--- config.mk ---
export PLATFORM = sky130hd
export DESIGN_NAME = json_string_unescape_utf8
export DESIGN_NICKNAME = d
export VERILOG_FILES = /design/src/rtl/jsu_pkg.sv /design/src/rtl/jsu_front.sv /design/src/rtl/jsu_fifo.sv /design/src/rtl/jsu_back.sv /design/src/rtl/json_string_unescape_utf8.sv
export SDC_FILE = /design/constraint.sdc
export NUM_CORES = 1
export LEC_CHECK = 0
export BUFFER_PORTS_ARGS = -buffer_cell sky130_fd_sc_hd__buf_2
export CAP_MARGIN = 15
export CORE_ASPECT_RATIO = 2
export CORE_MARGIN = 8
export CORE_UTILIZATION = 67
export CTS_CLUSTER_SIZE = 25
export DETAILED_ROUTE_END_ITERATION = 16
export PLACE_DENSITY_LB_ADDON = 0.08
export SLEW_MARGIN = 5
export SYNTH_ARGS = -nofsm -noshare
export SYNTH_HDL_FRONTEND = slang
export SYNTH_SLANG_ARGS = --single-unit
--- constraint.sdc ---
create_clock -name clk -period 13.3 [get_ports clk]
set_clock_uncertainty 0.1 [all_clocks]
set_input_delay 2.66 -clock clk [delete_from_list [all_inputs] [get_ports clk]]
set_output_delay 2.66 -clock clk [all_outputs]
set_load 0.01 [all_outputs]
--- src/rtl/jsu_pkg.sv ---
// shared types, constants and helper functions for the json string unescaper
`default_nettype none
package jsu_pkg;

  localparam int LENGTH_BITS = 24;
  localparam int REPORT_BITS = 24;
  localparam int FIFO_DEPTH  = 4;
  localparam int FIFO_AW     = $clog2(FIFO_DEPTH);

  localparam logic [7:0] CH_SPACE = 8'h20;
  localparam logic [7:0] CH_TAB   = 8'h09;
  localparam logic [7:0] CH_CR    = 8'h0d;
  localparam logic [7:0] CH_LF    = 8'h0a;
  localparam logic [7:0] CH_QUOTE = 8'h22;
  localparam logic [7:0] CH_BSL   = 8'h5c;
  localparam logic [7:0] CH_SLASH = 8'h2f;
  localparam logic [7:0] CH_B     = 8'h62;
  localparam logic [7:0] CH_F     = 8'h66;
  localparam logic [7:0] CH_N     = 8'h6e;
  localparam logic [7:0] CH_R     = 8'h72;
  localparam logic [7:0] CH_T     = 8'h74;
  localparam logic [7:0] CH_U     = 8'h75;

  localparam logic [15:0] HI_SUR_LO = 16'hd800;
  localparam logic [15:0] HI_SUR_HI = 16'hdbff;
  localparam logic [15:0] LO_SUR_LO = 16'hdc00;
  localparam logic [15:0] LO_SUR_HI = 16'hdfff;

  typedef enum logic [3:0] {
    PH_IDLE    = 4'd0,
    PH_BODY    = 4'd1,
    PH_ESC     = 4'd2,
    PH_HEX1    = 4'd3,
    PH_PAIR_BS = 4'd4,
    PH_PAIR_U  = 4'd5,
    PH_HEX2    = 4'd6
  } phase_t;

  typedef enum logic [1:0] {
    ST_DATA = 2'd0,
    ST_DONE = 2'd1,
    ST_ERR  = 2'd2
  } status_t;

  // one queue entry: a group of results caused by one input word
  typedef struct packed {
    status_t         kind;
    logic [1:0]      last_idx;
    logic [3:0][7:0] bytes;
    logic [REPORT_BITS-1:0] len;
  } record_t;

  typedef struct packed {
    logic [2:0]      n;
    logic [3:0][7:0] bytes;
  } utf8_t;

  typedef struct packed {
    logic       ok;
    logic [3:0] val;
  } hex_t;

  function automatic hex_t hex_value(logic [7:0] c);
    hex_t h;
    h.ok  = 1'b1;
    h.val = 4'd0;
    if (c >= 8'h30 && c <= 8'h39) begin
      h.val = 4'(c - 8'h30);
    end else if (c >= 8'h61 && c <= 8'h66) begin
      h.val = 4'(c - 8'h57);
    end else if (c >= 8'h41 && c <= 8'h46) begin
      h.val = 4'(c - 8'h37);
    end else begin
      h.ok = 1'b0;
    end
    return h;
  endfunction

  function automatic utf8_t utf8_encode(logic [20:0] cp);
    utf8_t u;
    u.n     = 3'd0;
    u.bytes = '0;
    if (cp <= 21'h7f) begin
      u.n        = 3'd1;
      u.bytes[0] = cp[7:0];
    end else if (cp <= 21'h7ff) begin
      u.n        = 3'd2;
      u.bytes[0] = {3'b110, cp[10:6]};
      u.bytes[1] = {2'b10, cp[5:0]};
    end else if (cp <= 21'hffff) begin
      u.n        = 3'd3;
      u.bytes[0] = {4'b1110, cp[15:12]};
      u.bytes[1] = {2'b10, cp[11:6]};
      u.bytes[2] = {2'b10, cp[5:0]};
    end else begin
      u.n        = 3'd4;
      u.bytes[0] = {5'b11110, cp[20:18]};
      u.bytes[1] = {2'b10, cp[17:12]};
      u.bytes[2] = {2'b10, cp[11:6]};
      u.bytes[3] = {2'b10, cp[5:0]};
    end
    return u;
  endfunction

endpackage
`default_nettype wire

--- src/rtl/jsu_front.sv ---
// front end: parses the text stream and turns each input word into a result record
`default_nettype none
module jsu_front
  import jsu_pkg::*;
(
  input  wire logic       clk,
  input  wire logic       rst,
  input  wire logic       accept,
  input  wire logic [7:0] text_byte,
  input  wire logic       buffer_end,
  output logic            push,
  output record_t         push_rec
);

  phase_t                 phase, phase_next;
  logic [1:0]             hex_digits_seen, hex_digits_seen_next;
  logic [15:0]            hex_accumulator, hex_accumulator_next;
  logic [9:0]             high_surrogate, high_surrogate_next;
  logic [LENGTH_BITS-1:0] byte_count, byte_count_next;

  status_t         term;
  logic            term_any;
  logic [2:0]      nb;
  logic [3:0][7:0] ob;
  hex_t            hv;
  logic [15:0]     acc_new;
  utf8_t           enc;
  logic [LENGTH_BITS:0] sum;
  logic [32:0]     cnt_wide;
  logic [REPORT_BITS-1:0] rep;

  assign hv      = hex_value(text_byte);
  assign acc_new = {hex_accumulator[11:0], hv.val};

  always_comb begin
    phase_next           = phase;
    hex_digits_seen_next = hex_digits_seen;
    hex_accumulator_next = hex_accumulator;
    high_surrogate_next  = high_surrogate;
    term                 = ST_DATA;
    term_any             = 1'b0;
    nb                   = 3'd0;
    ob                   = '0;
    enc                  = '0;

    if (phase != PH_IDLE && text_byte < CH_SPACE) begin
      term     = ST_ERR;
      term_any = 1'b1;
    end else begin
      unique case (phase) inside
        PH_BODY: begin
          if (text_byte == CH_QUOTE) begin
            term     = ST_DONE;
            term_any = 1'b1;
          end else if (text_byte == CH_BSL) begin
            phase_next = PH_ESC;
          end else begin
            nb    = 3'd1;
            ob[0] = text_byte;
          end
        end
        PH_ESC: begin
          phase_next = PH_BODY;
          nb         = 3'd1;
          case (text_byte) inside
            CH_QUOTE, CH_BSL, CH_SLASH: ob[0] = text_byte;
            CH_B: ob[0] = 8'h08;
            CH_F: ob[0] = 8'h0c;
            CH_N: ob[0] = 8'h0a;
            CH_R: ob[0] = 8'h0d;
            CH_T: ob[0] = 8'h09;
            CH_U: begin
              nb                   = 3'd0;
              phase_next           = PH_HEX1;
              hex_digits_seen_next = 2'd0;
              hex_accumulator_next = 16'd0;
            end
            default: begin
              nb       = 3'd0;
              term     = ST_ERR;
              term_any = 1'b1;
            end
          endcase
        end
        PH_HEX1, PH_HEX2: begin
          if (!hv.ok) begin
            term     = ST_ERR;
            term_any = 1'b1;
          end else if (hex_digits_seen != 2'd3) begin
            hex_digits_seen_next = hex_digits_seen + 2'd1;
            hex_accumulator_next = acc_new;
          end else begin
            hex_digits_seen_next = 2'd0;
            hex_accumulator_next = 16'd0;
            if (phase == PH_HEX1) begin
              if (acc_new >= HI_SUR_LO && acc_new <= HI_SUR_HI) begin
                high_surrogate_next = acc_new[9:0];
                phase_next          = PH_PAIR_BS;
              end else if (acc_new >= LO_SUR_LO && acc_new <= LO_SUR_HI) begin
                term     = ST_ERR;
                term_any = 1'b1;
              end else begin
                enc        = utf8_encode({5'd0, acc_new});
                nb         = enc.n;
                ob         = enc.bytes;
                phase_next = PH_BODY;
              end
            end else begin
              if (acc_new >= LO_SUR_LO && acc_new <= LO_SUR_HI) begin
                // supplementary plane code point from the surrogate pair
                enc        = utf8_encode(21'h10000 + {1'b0, high_surrogate, acc_new[9:0]});
                nb         = enc.n;
                ob         = enc.bytes;
                phase_next = PH_BODY;
              end else begin
                term     = ST_ERR;
                term_any = 1'b1;
              end
            end
          end
        end
        PH_PAIR_BS: begin
          if (text_byte == CH_BSL) begin
            phase_next = PH_PAIR_U;
          end else begin
            term     = ST_ERR;
            term_any = 1'b1;
          end
        end
        PH_PAIR_U: begin
          if (text_byte == CH_U) begin
            phase_next           = PH_HEX2;
            hex_digits_seen_next = 2'd0;
            hex_accumulator_next = 16'd0;
          end else begin
            term     = ST_ERR;
            term_any = 1'b1;
          end
        end
        default: begin
          phase_next = PH_IDLE;
          if (text_byte == CH_QUOTE) begin
            phase_next           = PH_BODY;
            hex_digits_seen_next = 2'd0;
            hex_accumulator_next = 16'd0;
            high_surrogate_next  = 10'd0;
          end else if (text_byte != CH_SPACE && text_byte != CH_TAB &&
                       text_byte != CH_CR && text_byte != CH_LF) begin
            term     = ST_ERR;
            term_any = 1'b1;
          end
        end
      endcase
    end

    // running out of text before the closing quote
    if (!term_any && buffer_end) begin
      term     = ST_ERR;
      term_any = 1'b1;
    end

    if (term_any) begin
      phase_next           = PH_IDLE;
      hex_digits_seen_next = 2'd0;
      hex_accumulator_next = 16'd0;
      high_surrogate_next  = 10'd0;
    end
  end

  // saturating byte counter, cleared by an opening quote
  assign sum = {1'b0, byte_count} + (LENGTH_BITS + 1)'(nb);

  always_comb begin
    if (phase != PH_BODY && phase != PH_ESC && phase != PH_HEX1 &&
        phase != PH_HEX2 && phase != PH_PAIR_BS && phase != PH_PAIR_U &&
        text_byte == CH_QUOTE) begin
      byte_count_next = '0;
    end else if (sum[LENGTH_BITS]) begin
      byte_count_next = '1;
    end else begin
      byte_count_next = sum[LENGTH_BITS-1:0];
    end
  end

  assign cnt_wide = 33'(byte_count);
  assign rep      = (cnt_wide > 33'(24'hffffff)) ? '1 : cnt_wide[REPORT_BITS-1:0];

  always_comb begin
    push_rec = '0;
    push     = 1'b0;
    if (term_any) begin
      push          = accept;
      push_rec.kind = term;
      if (term == ST_DONE) begin
        push_rec.len = rep;
      end
    end else if (nb != 3'd0) begin
      push              = accept;
      push_rec.kind     = ST_DATA;
      push_rec.last_idx = 2'(nb - 3'd1);
      push_rec.bytes    = ob;
    end
  end

  always_ff @(posedge clk) begin
    if (rst) begin
      phase           <= PH_IDLE;
      hex_digits_seen <= 2'd0;
      hex_accumulator <= 16'd0;
      high_surrogate  <= 10'd0;
      byte_count      <= '0;
    end else if (accept) begin
      phase           <= phase_next;
      hex_digits_seen <= hex_digits_seen_next;
      hex_accumulator <= hex_accumulator_next;
      high_surrogate  <= high_surrogate_next;
      byte_count      <= byte_count_next;
    end
  end

endmodule
`default_nettype wire

--- src/rtl/jsu_fifo.sv ---
// short record queue between the parser and the output sequencer
`default_nettype none
module jsu_fifo
  import jsu_pkg::*;
(
  input  wire logic    clk,
  input  wire logic    rst,
  input  wire logic    push,
  input  wire record_t push_rec,
  input  wire logic    pop,
  output logic         full,
  output logic         empty,
  output record_t      head
);

  record_t            mem [FIFO_DEPTH];
  logic [FIFO_AW-1:0] wr_ptr, rd_ptr;
  logic [FIFO_AW:0]   count;

  assign full  = (count == (FIFO_AW + 1)'(FIFO_DEPTH));
  assign empty = (count == '0);
  assign head  = mem[rd_ptr];

  always_ff @(posedge clk) begin
    if (push) begin
      mem[wr_ptr] <= push_rec;
    end
  end

  always_ff @(posedge clk) begin
    if (rst) begin
      wr_ptr <= '0;
      rd_ptr <= '0;
      count  <= '0;
    end else begin
      if (push) begin
        wr_ptr <= wr_ptr + 1'b1;
      end
      if (pop) begin
        rd_ptr <= rd_ptr + 1'b1;
      end
      if (push && !pop) begin
        count <= count + 1'b1;
      end else if (pop && !push) begin
        count <= count - 1'b1;
      end
    end
  end

endmodule
`default_nettype wire

--- src/rtl/jsu_back.sv ---
// back end: walks each queued record out one result word at a time
`default_nettype none
module jsu_back
  import jsu_pkg::*;
(
  input  wire logic       clk,
  input  wire logic       rst,
  input  wire logic       fifo_empty,
  input  wire record_t    fifo_head,
  output logic            pop,
  output logic            out_valid,
  input  wire logic       out_stall,
  output logic [7:0]      out_byte,
  output logic [1:0]      status,
  output logic [23:0]     decoded_length,
  output logic            last
);

  logic       busy;
  logic [1:0] idx;
  record_t    rec;
  logic       take, rec_done;

  assign out_valid = busy;
  assign take      = busy && !out_stall;
  assign rec_done  = take && (idx == rec.last_idx);
  assign pop       = (!busy || rec_done) && !fifo_empty;

  assign out_byte       = (rec.kind == ST_DATA) ? rec.bytes[idx] : 8'd0;
  assign status         = rec.kind;
  assign decoded_length = (rec.kind == ST_DONE) ? rec.len : 24'd0;
  assign last           = (idx == rec.last_idx);

  always_ff @(posedge clk) begin
    if (pop) begin
      rec <= fifo_head;
    end
  end

  always_ff @(posedge clk) begin
    if (rst) begin
      busy <= 1'b0;
      idx  <= 2'd0;
    end else if (pop) begin
      busy <= 1'b1;
      idx  <= 2'd0;
    end else if (rec_done) begin
      busy <= 1'b0;
      idx  <= 2'd0;
    end else if (take) begin
      idx <= idx + 2'd1;
    end
  end

endmodule
`default_nettype wire

--- src/rtl/json_string_unescape_utf8.sv ---
// each result word is held in the record queue, then in the output record register
// throughput: one text byte per cycle; a unicode escape expands to up to four output
// words, drained by the output sequencer one per cycle unless out_stall is set,
// from a four-entry record queue; the input stalls only while that queue is full
// reset (rst, synchronous): parser returns to idle, queue and output register empty
`default_nettype none
module json_string_unescape_utf8
  import jsu_pkg::*;
(
  input  wire logic        clk,
  input  wire logic        rst,
  input  wire logic        in_valid,
  output logic             in_stall,
  input  wire logic [7:0]  text_byte,
  input  wire logic        buffer_end,
  output logic             out_valid,
  input  wire logic        out_stall,
  output logic [7:0]       out_byte,
  output logic [1:0]       status,
  output logic [23:0]      decoded_length,
  output logic             last
);

  logic    accept, push, pop, full, empty;
  record_t push_rec, head;

  assign in_stall = full;
  assign accept   = in_valid && !full;

  jsu_front u_front (
    .clk        (clk),
    .rst        (rst),
    .accept     (accept),
    .text_byte  (text_byte),
    .buffer_end (buffer_end),
    .push       (push),
    .push_rec   (push_rec)
  );

  jsu_fifo u_fifo (
    .clk      (clk),
    .rst      (rst),
    .push     (push),
    .push_rec (push_rec),
    .pop      (pop),
    .full     (full),
    .empty    (empty),
    .head     (head)
  );

  jsu_back u_back (
    .clk            (clk),
    .rst            (rst),
    .fifo_empty     (empty),
    .fifo_head      (head),
    .pop            (pop),
    .out_valid      (out_valid),
    .out_stall      (out_stall),
    .out_byte       (out_byte),
    .status         (status),
    .decoded_length (decoded_length),
    .last           (last)
  );

  // done and error words always close their group
  a_term_last: assert property (@(posedge clk) disable iff (rst)
    out_valid && status != ST_DATA |-> last)
    else $error("done or error word without last");

  // a data word never carries a length
  a_data_len: assert property (@(posedge clk) disable iff (rst)
    out_valid && status == ST_DATA |-> decoded_length == 24'd0)
    else $error("data word with nonzero length");

  // a record is never pushed into a full queue
  a_no_overflow: assert property (@(posedge clk) disable iff (rst)
    push |-> !full)
    else $error("queue overflow");

  // output word held while stalled is not replaced by a new record
  a_hold: assert property (@(posedge clk) disable iff (rst)
    out_valid && out_stall |=> out_valid && $stable(status) && $stable(out_byte))
    else $error("stalled output word changed");

endmodule
`default_nettype wire
==> results of run 1 <==
==> flip-flops by register name, indices dropped and copies added (netlist names) <==
name                     count
u_back.idx                   2
u_back.out_valid             1
u_back.rec                  55
u_back.status                2
u_fifo.count                 3
u_fifo.mem                 228
u_fifo.rd_ptr                2
u_fifo.wr_ptr                2
u_front.byte_count          24
u_front.hex_accumulator     12
u_front.hex_digits_seen      2
u_front.high_surrogate      10
u_front.phase                3
==> cell type report <==
class                   instances  area [µm²]
clock buffers                  34         754
clock inverters                20         254
fillers                      1415        5940
inverters                      22        82.6
multi-input cells             738        5670
flip-flops and latches        346        9780
well taps                     283         354
repair buffers                 67         384
==> layer usage <==
metal,up-vias,part of all wire,wire length (µm),GRT usage
li1,4600,-,-,-
met1,5063,0.32,12700,0.260
met2,484,0.55,21600,0.513
met3,154,0.053,2100,0.0327
met4,0,0.074,2910,0.185
met5,-,0,0,0
==> final timing paths <==
check / startpoint / endpoint / depth (start not counted)
setup / recovery: text_byte[1] / u_front.byte_count[3]$_SDFFE_PP0P_ / 20
hold / removal: u_front.hex_digits_seen[1]$_SDFFE_PP0P_ / u_front.hex_digits_seen[1]$_SDFFE_PP0P_ / 2
setup reg to reg: u_front.hex_accumulator[8]$_SDFFE_PP0P_ / u_front.byte_count[3]$_SDFFE_PP0P_ / 17
hold reg to reg: u_front.hex_digits_seen[1]$_SDFFE_PP0P_ / u_front.hex_digits_seen[1]$_SDFFE_PP0P_ / 2
==> worst reg2reg max path: cells and delay by family (launching register included) <==
kind / cells / cell delay [ns]
AOI/OAI and AO/OA: 6 / 1.05
adders and majority gates: 2 / 0.48
buffers and inverters: 1 / 0.28
DFF: 1 / 0.33
and+or+nand+nor: 8 / 2.88
==> kinds of logic (layout without fill, tap and decap cells) <==
logic type      count (synthesis)  after routing  synth area share
xor+xnor                        9              9           0.00499
fa+ha+maj                      19             19            0.0160
simple gates                  389            389             0.134
flops                         346            346             0.619
mux                            80             80             0.103
buf+inv                        92            143            0.0228
compound gates                241            241            0.0997
==> power groups by stage <==
| stage | Clock [W] | Combinational, W | Sequential [W] |
|---|---|---|---|
| after floorplan | 0 | 0.000371 | 0.00145 |
| after global placement | 0 | 0.000473 | 0.00147 |
| after detailed placement | 0 | 0.000483 | 0.00148 |
| after CTS | 0.000900 | 0.000490 | 0.00147 |
| after global routing | 0.000936 | 0.000519 | 0.00148 |
| final | 0.000891 | 0.000482 | 0.00146 |
==> through the flow <==
| stage | area [µm²] | instances | hold WS [ns] |
|---|---|---|---|
| 2_1_floorplan | 15800 | 1176 | 0.345 |
| 3_3_place_gp | 16300 | 1455 | 0.362 |
| 3_5_place_dp | 16300 | 1455 | 0.369 |
| 4_1_cts | 17300 | 1509 | 0.381 |
| 5_1_grt | 17300 | 1510 | 0.408 |
| 6_report | 17300 | 1510 | 0.379 |
==> placed cells by master (no fill, tap or decap), drive strengths merged, types with 26 or more instances in the layout <==
cell type / instances
edfxtp: 285
nand2: 74
a21oi: 68
buf: 67
o21ai: 65
mux4: 64
dfxtp: 61
nor2: 59
and2: 59
nand3: 50
nand2b: 35
clkbuf: 34
nor3: 26
==> metrics.md, run 1 <==
| Metric | Value |
|---|---|
| Crit end category | `flip-flop` |
| CTS root buffer | `clkbuf_16` |
| I/O pin cnt | `50` |
| Crit-path cells | `buf_2 -> inv_1 -> ha_1 -> nor3b_1 -> a211oi_1 -> a21oi_1 -> or4_4 -> mux2i_4 -> nand2_1 -> a21oi_1 -> ha_1 -> fa_1 -> a21o_1 -> and2_1 -> nand3_1 -> or2_2 -> nor2_1 -> buf_4 -> o21ai_0 -> a21oi_1` |
| Num CTS Buffers | `29` |
| Sw Share | `0.254` |
| Required time of the critical path | `13.69 ns` |
| Residual DRC | `0` |
| Post-CTS sizing | `0` |
| Clock Sinks | `346` |
| Mapped Area | `0.0158 mm²` |
| Core utilization of the finished layout | `0.744` |
| Logic pwr share | `0.170` |
| Sequential share of power | `0.516` |
| Async SR Flop Fraction | `0` |
| Placer Congestion | `0.980` |
| CP Data Arrival Time | `8.00 ns` |
| HPWL after DPL | `26900 µm` |
| Average size of a mapped cell | `13.4 µm²` |
| # setup viols final | `0` |
| P_int | `0.00212 W` |
| Most frequent cells after synthesis | `edfxtp_1 (285), nand2_1 (74), a21oi_1 (68)` |
| Clock Power Share | `0.314` |
| Die width | `125 µm` |
| EDFF count, synth | `285` |
| Die area | `0.0290 mm²` |
| Setup repair bufs after CTS | `0` |
| Largest stage delay, worst path | `0.69 ns` |
| Critical path buffers and inverters | `3` |
| Initial Util | `0.680` |
| GRT Total Usage | `0.268` |
| Largest net degree at the start of global routing | `66` |
| Setup TNS | `0 ns` |
| Min Tclk post-route | `7.61 ns` |
| Lkg Pwr | `5.83 nW` |
| Via count | `10300` |
| Routed wire length per instance | `26.0 µm` |
| Main synth FF type | `edfxtp_1` |
| CTS Hold Bufs | `0` |
| Layout cell share with drive strength beyond 1 | `0.175` |
| Fmax | `131 MHz` |
| Psw | `0.000719 W` |
| Post-layout total power | `0.00283 W` |
| Final hold vios | `0` |
| Top post-synthesis cells by area | `edfxtp_1 (54%), mux4_2 (9.1%), dfxtp_1 (7.7%)` |
| Post-route worst setup slack | `5.69 ns` |
| Setup CP Type | `input pin to flip-flop` |
| Seq/Total Area, Yosys | `0.619` |
| Crit-path max FO | `14` |
| CP top delay family | `simple AND/OR/NAND/NOR gates` |
| Hold Crit Class | `flip-flop to flip-flop` |
| Vias/cell | `6.82` |
| Critical-path top delay cell | `a211oi_1` |
| GRT overflow | `0` |
| Mapped Nets | `1208` |
| Core Region | `0.0232 mm²` |
| CTS H-tree depth | `1` |
| Antenna Nets Post-Route | `0` |
| Flops & latches, synth | `346` |
| Max-capacitance violation count | `0` |
| VDD IR-drop max | `0.211 mV` |
| DR pass1 iterations | `5` |
| Slew HR | `0.345` |
| Reg clk slew, reported paths | `0.07 ns` |
| Clk Latency, worst-skew pair | `0.57 ns` |
| Most frequent CP cell | `a21oi_1` |
| Share of the synthesized area in the top cell type | `0.542` |
| Outcome | `complete, no violations` |
| Final Cycle Share | `0.572` |
| Nets@finish | `1236` |
| First-pass GRT wire length | `59900 µm` |
| Worst slew pin tran | `0.974 ns` |
| Synth Warn # | `0` |
| Drt total wl | `39300 µm` |
| Netlist cell types | `84` |
| Pwr/cell area | `164 mW/mm²` |
| Worst-case clock buffer depth | `3` |
| Max-slew violations | `0` |
| CTS tree | `done` |
| Place WS | `5.22 ns` |
| I/O Buffers | `49` |
| CP Launch Type | `input pin` |
| Initial DRC Count | `801` |
| Chip height | `233 µm` |
| Antenna violations before repair | `1` |
| Post-Synthesis Cells | `1176` |
| Rows | `79` |
| Flop2flop setup slack | `8.09 ns` |
| Most frequent cell after synthesis | `edfxtp_1` |
| RSZ-0062 raised after global routing | `no` |
| Ant diodes | `0` |
| Vias in the first global route | `10500` |
| Area grow syn2layout | `9.41%` |
| Largest area contributor in the netlist | `edfxtp_1` |
No activity file was read; power rests on OpenSTA's default activity.
==> run 2, diff against run 1 <==
--- a/config.mk
+++ b/config.mk
@@ -9,7 +9,7 @@
 export CAP_MARGIN = 15
 export CORE_ASPECT_RATIO = 2
 export CORE_MARGIN = 8
-export CORE_UTILIZATION = 67
+export CORE_UTILIZATION = 62
 export CTS_CLUSTER_SIZE = 25
 export DETAILED_ROUTE_END_ITERATION = 16
 export PLACE_DENSITY_LB_ADDON = 0.08
==> constraint.sdc (replaced) <==
create_clock -name clk -period 7.02 [get_ports clk]
set_clock_uncertainty 0.1 [all_clocks]
set_input_delay 1.404 -clock clk [delete_from_list [all_inputs] [get_ports clk]]
set_output_delay 1.404 -clock clk [all_outputs]
set_load 0.01 [all_outputs]
==> metrics.md, run 2 (synthesized netlist as in run 1, its figures left out) <==
| Metric | Value |
|---|---|
| Outcome | `complete, no violations` |
| DR pass1 iterations | `5` |
| Drt total wl | `38100 µm` |
| Largest net degree at the start of global routing | `59` |
| Regs by FF count | `u_fifo.mem: 228 flops, u_back.rec: 55 flops, u_front.byte_count: 24 flops` |
| Pwr/cell area | `308 mW/mm²` |
| GR peak layer | `met2` |
| Area grow syn2layout | `10.2%` |
| Hold Crit Class | `flip-flop to flip-flop` |
| Finished Layout Cells | `1571` |
| Largest stage delay, worst path | `0.64 ns` |
| Setup CP Type | `input pin to flip-flop` |
| Area post-placement | `0.0164 mm²` |
| Clock Sinks | `346` |
| Initial Util | `0.631` |
| CTS Hold Bufs | `0` |
| Top reg by flops | `u_fifo.mem` |
| I/O pin cnt | `50` |
| Post-route worst setup slack | `1.06 ns` |
| HPWL after DPL | `25900 µm` |
| CTS H-tree depth | `1` |
| Max-slew violations | `0` |
| Antenna Nets Post-Route | `0` |
| Via count | `10100` |
| Routed wire length per instance | `24.2 µm` |
| Rows | `82` |
| Chip height | `242 µm` |
| Worst-case clock buffer depth | `3` |
| Die area | `0.0312 mm²` |
| Crit end category | `flip-flop` |
| Setup TNS | `0 ns` |
| GRT Total Usage | `0.247` |
| Clk Latency, worst-skew pair | `0.59 ns` |
| Setup repair bufs after CTS | `0` |
| Placer Congestion | `0.973` |
| Critical-path top delay cell | `or4_4` |
| Worst Min Path Start | `u_front.hex_digits_seen[1]$_SDFFE_PP0P_` |
| Initial DRC Count | `745` |
| Max-capacitance violation count | `0` |
| Lkg Pwr | `5.89 nW` |
| Worst slew pin tran | `0.973 ns` |
| Max reg flops | `228` |
| Met2 Track Usage GR | `0.451` |
| I/O Buffers | `49` |
| Sequential share of power | `0.513` |
| CP Launch Type | `input pin` |
| Psw | `0.00138 W` |
| First-pass GRT wire length | `58500 µm` |
| Residual DRC | `0` |
| Most common cell after layout, fill and taps aside | `edfxtp_1` |
| VDD IR-drop max | `0.277 mV` |
| GRT overflow | `0` |
| Antenna violations before repair | `0` |
| CTS tree | `done` |
| Num CTS Buffers | `29` |
| Reg clk slew, reported paths | `0.07 ns` |
| Die width | `129 µm` |
| Sw Share | `0.259` |
| Post-CTS sizing | `0` |
| Crit path from | `text_byte[3]` |
| Core Region | `0.0250 mm²` |
| Post-Layout Inst Area | `0.0174 mm²` |
| P_int | `0.00397 W` |
| Layout cell share with drive strength beyond 1 | `0.184` |
| Required time of the critical path | `7.36 ns` |
| Reg2reg start | `u_front.phase[1]$_SDFFE_PP0P_` |
| Crit-path max FO | `16` |
| Crit-path cells | `buf_2 -> or4b_4 -> nor3_2 -> o2111ai_1 -> or4_4 -> mux2_4 -> nand2_1 -> o21ai_0 -> a21oi_1 -> fa_1 -> a21o_1 -> and2_1 -> and3_1 -> nor4b_1 -> or4_1 -> a21oi_1 -> nor3_1` |
| Fmax | `168 MHz` |
| Final hold vios | `0` |
| Slew HR | `0.351` |
| Vias in the first global route | `10200` |
| # setup viols final | `0` |
| Vias/cell | `6.41` |
| CTS root buffer | `clkbuf_16` |
| Ant diodes | `0` |
| Logic pwr share | `0.174` |
| Met1 usage | `0.259` |
| Final Cycle Share | `0.850` |
| Nets@finish | `1244` |
| Most frequent cells in the layout | `edfxtp_1 (285), nand2_1 (74), a21oi_1 (68)` |
| Most frequent CP cell | `a21oi_1` |
| Place WS | `0.535 ns` |
| Min Tclk post-route | `5.96 ns` |
| Met3 GRT Util | `0.0223` |
| Clock Power Share | `0.312` |
| CP Data Arrival Time | `6.30 ns` |
| DP Cell Count | `1516` |
| RSZ-0062 raised after global routing | `no` |
-- run 2: cell count changes in the layout (fill, tap and decap cells not counted), sizes merged --
cell and delta:
clkbuf +1, inv +3, clkinv -2, bufinv -2
buf +8
-- run 2: final timing paths --
| check | end | slack [ns] | depth (start not counted) |
|---|---|---|---|
| setup reg to reg | u_fifo.count[2]$_SDFFE_PP0P_ | 1.95 | 17 |
| setup / recovery | u_front.byte_count[23]$_SDFFE_PP0P_ | 1.06 | 17 |
| hold / removal | u_front.hex_digits_seen[1]$_SDFFE_PP0P_ | 0.38 | 2 |
| hold reg to reg | u_front.hex_digits_seen[1]$_SDFFE_PP0P_ | 0.38 | 2 |
-- run 2: routing by layer --
| layer | vias up | routed length, µm |
|---|---|---|
| li1 | 4608 | - |
| met4 | 0 | 2720 |
| met3 | 119 | 1430 |
| met1 | 5027 | 13100 |
| met2 | 315 | 20900 |
| met5 | - | 0 |
-- run 2: power by group through the flow --
stage / Sequential (W) / Combinational [W] / Clock [W]
final: 0.00275 / 0.000934 / 0.00167
after global routing: 0.00278 / 0.00101 / 0.00177
after CTS: 0.00275 / 0.000957 / 0.00170
after detailed placement: 0.00279 / 0.000948 / 0
after global placement: 0.00277 / 0.000938 / 0
after floorplan: 0.00274 / 0.000702 / 0
-- run 2: cell type report --
class / count / area, µm²
Clock inverter: 19 / 229
Timing Repair Buffer: 75 / 444
Multi-Input combinational cell: 738 / 5670
Clock buffer: 35 / 779
Sequential cell: 346 / 9780
Tap cell: 336 / 420
Fill cell: 1819 / 7620
Inverter: 22 / 82.6
-- run 2: critical path, delay by kind of cell --
family                     cells  cell delay [ns]
and+or+nand+nor                9             2.87
buffers and inverters          1             0.19
muxes                          1             0.32
adders and majority gates      1             0.43
AOI/OAI and AO/OA              5             1.07
-- run 2: stage by stage --
step	power, W	hold WS, ns	util
detailed placement	0.00373	0.371	0.655
global route	0.00556	0.409	0.696
global placement	0.00371	0.363	0.655
finish	0.00536	0.382	0.696
floorplan	0.00344	0.345	-
CTS	0.00541	0.383	0.695
